### src/rtl/core/assert_macros.svh
// assertion macros used by the route table rtl
`ifndef ASSERT_MACROS_SVH
`define ASSERT_MACROS_SVH

// checked outside reset
`define DVRT_ASSERT(label, clk, rst, prop, msg) \
   label: assert property (@(posedge clk) disable iff (rst) prop) else $error(msg);

// checked on every edge, reset included
`define DVRT_ASSERT_ALWAYS(label, clk, prop, msg) \
   label: assert property (@(posedge clk) prop) else $error(msg);

`endif

### src/rtl/core/dvrt_pkg.sv
// types, constants and helpers of the distance vector route table
package dvrt_pkg;

   localparam int ROUTE_ENTRIES    = 64;
   localparam int NEIGHBOR_ENTRIES = 16;
   localparam int RIDX_W = $clog2(ROUTE_ENTRIES);
   localparam int NIDX_W = (NEIGHBOR_ENTRIES > 1) ? $clog2(NEIGHBOR_ENTRIES) : 1;

   localparam logic [15:0] COST_INF = 16'hFFFF;

   localparam logic [1:0] ACT_VECTOR    = 2'd0;
   localparam logic [1:0] ACT_LINK_COST = 2'd1;
   localparam logic [1:0] ACT_LINK_DOWN = 2'd2;
   localparam logic [1:0] ACT_LOOKUP    = 2'd3;

   typedef struct packed {
      logic [1:0]  action;
      logic [15:0] neighbor_id;
      logic [15:0] node_id;
      logic [15:0] cost;
      logic        last;
   } req_type;

   typedef struct packed {
      logic        found;
      logic [15:0] next_hop;
      logic [15:0] path_cost;
      logic        changed;
      logic        table_full;
   } rsp_type;

   typedef struct packed {
      logic [15:0] dest;
      logic [15:0] cost;
      logic [15:0] hop;
   } route_entry_type;

   function automatic logic [15:0] sat_add(input logic [15:0] a, input logic [15:0] b);
      logic [16:0] s;
      s = {1'b0, a} + {1'b0, b};
      return s[16] ? COST_INF : s[15:0];
   endfunction

endpackage

### src/rtl/core/dvrt_route_mem.sv
// route entry store, one write and one registered read port
module dvrt_route_mem (
   input  logic                                 clock,
   input  logic                                 we,
   input  logic [dvrt_pkg::RIDX_W-1:0]          waddr,
   input  dvrt_pkg::route_entry_type            wdata,
   input  logic [dvrt_pkg::RIDX_W-1:0]          raddr,
   output dvrt_pkg::route_entry_type            rdata
);

   dvrt_pkg::route_entry_type mem [dvrt_pkg::ROUTE_ENTRIES];
   dvrt_pkg::route_entry_type rdata_ff;

   always_ff @(posedge clock) begin
      if (we) begin
         mem[waddr] <= wdata;
      end
   end

   always_ff @(posedge clock) begin
      rdata_ff <= mem[raddr];
   end

   assign rdata = rdata_ff;

endmodule

### config.mk
export PLATFORM = sky130hd
export DESIGN_NAME = dvrt_route_mem
export DESIGN_NICKNAME = d
export VERILOG_FILES = /design/src/rtl/core/assert_macros.svh /design/src/rtl/core/dvrt_pkg.sv /design/src/rtl/core/dvrt_route_mem.sv
export SDC_FILE = /design/constraint.sdc
export NUM_CORES = 2
export LEC_CHECK = 0
export BUFFER_PORTS_ARGS = -buffer_cell sky130_fd_sc_hd__buf_2
export CAP_MARGIN = 20
export CORE_ASPECT_RATIO = 1.5
export CORE_MARGIN = 4
export CORE_UTILIZATION = 30
export CTS_BUF_LIST = sky130_fd_sc_hd__clkbuf_4
export CTS_CLUSTER_DIAMETER = 60
export DETAILED_ROUTE_END_ITERATION = 6
export SLEW_MARGIN = 20
export SYNTH_ARGS = -nofsm -noshare
export SYNTH_HDL_FRONTEND = slang
export SYNTH_SLANG_ARGS = --single-unit
### constraint.sdc
create_clock -name clock -period 15.2 [get_ports clock]
set_input_delay 4.56 -clock clock [delete_from_list [all_inputs] [get_ports clock]]
set_output_delay 4.56 -clock clock [all_outputs]
set_load 0.005 [all_outputs]
==> flow_summary_export.csv <==
group,metric,value,unit
die,coreArea,388000,um^2
cts,cts_buffer_depth,4,
timing,fmax,0.140,GHz
drt,ant_nets,0,
final_layout,layout.cells.non_filler,11300,
logic_synthesis,synth_common_cells,"edfxtp_1 (3072), mux4_2 (754), nor2_1 (132)",
cts,insertion_delay,1.34,ns
hold_path,hold_depth,4,
die,io_pins,110,
setup_path,r2r_start,"mem[37][3]$_DFFE_PP_",
logic_synthesis,syn_nets,5032,
logic_synthesis,ys_types,36,
final_layout,num-nets-final,5736,
timing,fin_crit,7.14,ns
pwr,p_clk_share,38.4,%
setup_path,critical_path_class,"in -> reg",
logic_synthesis,yosys.area.top_type_share,78.8,%
setup_path,reg2reg_slack,12.96,ns
pwr,p_leak,41.4,nW
timing,finalSetupViolCount,0,
die,die_w,518,um
setup_path,crit_fanout,88,
pwr,seqPwrFrac,56.7,%
cts,cts_htree_levels,6,
setup_path,r2r_cells,5,
pwr,finalPower,16.9,mW
drt,wirelength,335000,um
pwr,p_sw_share,22.2,%
die,start_util,30.2,%
logic_synthesis,synth_area_leaders,"edfxtp_1 (79%), mux4_2 (14%), dfxtp_1 (0.82%)",
hold_path,hold_class,"reg -> reg",
drt,drtIter0Drc,6263,
hold_path,min_from,"mem[58][36]$_DFFE_PP_",
cts,root_buffer,"clkbuf_4",
logic_synthesis,synth_edf_count,3072,
drt,drcViolationCount,1,
global_routing,grt_util_all_layers,16.3,%
setup_path,timing.rr.end,"rdata[3]$_DFF_P_",
drt,viasPerCell,5.19,
die,die_area,401000,um^2
place,gp_congestion,0.776,
logic_synthesis,ys.flop_type,"edfxtp_1",
setup_path,cp_slowest_cell,"buf_4",
place,placed_cells,10000,
logic_synthesis,synth_top_area_cell,"edfxtp_1",
global_routing,grt_pass1_vias,61800,
final_layout,area_delta_synth_final,14.1,%
cts,clock-sinks,3120,
die,rows,280,
run_status,violations,"DRC",
timing,rsz0062_at_grt,"false",
global_routing,antenna_found_initial,48,
logic_synthesis,syn_inst,4970,
logic_synthesis,yosysMostFrequentCell,"edfxtp_1",
global_routing,grt_max_degree,126,
drt,post_drt_wl_per_cell,29.6,um
logic_synthesis,yosysWarnings,0,
logic_synthesis,ys_seq_area_share,79.6,%
logic_synthesis,async_flop_share,0,%
run_status,status,"finished with violations",
cts,cts_made_buffers,697,
pwr,internal-power,13.1,mW
logic_synthesis,avgSynthCellArea,23.6,um^2
pwr,p_comb_share,4.9,%
setup_path,required,16.30,ns
run,maxCapViolCount,0,
setup_path,crit_path_start_kind,"input pin",
cts,post_cts_buffers,0,
setup_path,crit_path_frequent_cell,"buf_12",
place,io_buffer_count,109,
cts,tritoncts,"yes",
pwr,ir_drop,68.0,uV
global_routing,grt_first_pass_wirelength,469000,um
final_layout,drive_gt1_share,36.0,%
drt,dr.pass1.iters,7,
timing,setup_tns,0,ns
cts,path_clk_slew,0.07,ns
die,die_h,773,um
setup_path,cpPeakStageDelay,0.80,ns
cts,cts_hold_buffers,0,
logic_synthesis,netlist_area,117000,um^2
timing,worst_pin_slew,1.23,ns
setup_path,path_cells,"buf_12 > buf_12 > buf_4 > mux4_2 > o22ai_1 > nor2_1 > a21oi_1 > a221oi_1",
timing,slew_headroom,18.1,%
timing,finClkSkew,0.125,ns
timing,drv_slew,0,
setup_path,endpoint_kind,"register",
place,dp_hpwl,185000,um
setup_path,cp.arrival,8.24,ns
cts,cts_resized,0,
timing,timing_hold_violations_final,0,
timing,post-route-period-util,47.0,%
pwr,p_sw,3.74,mW
hold_path,worstHoldEndpoint,"rdata[36]$_DFF_P_",
drt,vias,58700,
logic_synthesis,synth_seq_cells,3120,
global_routing,grt-ovfl-total,0,
pwr,pwr_density_cell,126,nW/um^2
==> metal layers <==
metal  vias up  GRT usage (%)  wire length (um)
li1      23400              -                 -
met4        18           6.69             13200
met3       646           3.09             25500
met2      2860           29.0            177000
met1     31800           19.3            119000
met5         -              0               128
==> per-stage QoR <==
stage	setup slack, ns	area [um^2]	hold WS, ns	utilization [%]
finish	8.06	134000	0.772	34.4
global route	7.81	134000	0.814	34.4
CTS	7.98	133000	0.782	34.4
detailed placement	6.52	125000	0.769	32.1
global placement	6.53	124000	0.774	32.1
floorplan	6.36	117000	0.710	-
==> power by group through the flow <==
stage	logic [mW]	registers, mW	clock network, mW
after CTS	0.835	9.57	6.65
after global routing	0.879	9.57	7.10
final	0.826	9.57	6.49
after detailed placement	0.834	9.76	0
after floorplan	0.455	9.73	0
after global placement	0.820	9.76	0
==> how the worst max path moves through the flow <==
stage | startpoint | endpoint | slack (ns) | cells past startpoint
after floorplan | waddr[3] | mem[48][0]$_DFFE_PP_ | 6.36 | 4
after global placement | raddr[1] | rdata[6]$_DFF_P_ | 6.53 | 7
after detailed placement | raddr[0] | rdata[29]$_DFF_P_ | 6.52 | 7
after CTS | raddr[0] | rdata[29]$_DFF_P_ | 7.98 | 7
after global routing | raddr[0] | rdata[37]$_DFF_P_ | 7.81 | 8
final | raddr[0] | rdata[37]$_DFF_P_ | 8.06 | 8
==> worst max-delay path, delay by kind of cell <==
kind	cells	cell delay, ns
AO/OA/AOI/OAI	3	0.74
multiplexers	1	0.60
AND/OR/NAND/NOR	1	0.10
buffers and inverters	3	1.85
==> kinds of logic after synthesis <==
| family | after synthesis | synth area share, % |
|---|---|---|
| multiplexers | 829 | 15.2 |
| buffers and inverters | 282 | 1.28 |
| AO/OA/AOI/OAI | 486 | 3.02 |
| AND/OR/NAND/NOR | 253 | 0.957 |
| flip-flops | 3120 | 79.6 |
==> state kept, by name, indices dropped and copies added (netlist names) <==
signal / flops
rdata: 48
mem: 3072
==> final cells by class <==
| class | count | area, um^2 |
|---|---|---|
| multi-input combinational | 1568 | 23000 |
| timing repair buffer | 287 | 2190 |
| fill | 36100 | 254000 |
| antenna | 33 | 82.6 |
| tap | 5076 | 6350 |
| clock inverter | 209 | 1280 |
| sequential | 3120 | 93200 |
| clock buffer | 1014 | 7610 |
==> layout by cell type, fill, tap and decap left out, drive strengths merged <==
cell	netlist	layout
bufinv	0	15
a311oi	11	11
buf	183	287
nand3b	5	5
diode	0	33
nand3	7	7
and3	1	1
inv	0	17
nand4b	1	1
a221oi	83	83
nor2	132	132
or3	3	3
mux2	12	12
a31o	5	5
o22ai	122	122
nor2b	24	24
nor3	3	3
a22oi	72	72
or3b	4	4
o221ai	28	28
a21oi	74	74
or2	3	3
mux2i	63	63
nand4	2	2
clkinvlp	0	8
and2	3	3
nand2	55	55
a22o	57	57
clkbuf	99	1014
a211oi	32	32
dfxtp	48	48
clkinv	0	169
edfxtp	3072	3072
a31oi	1	1
mux4	754	754
a311o	1	1
nand2b	10	10
No activity file was read; power rests on OpenSTA's default activity.
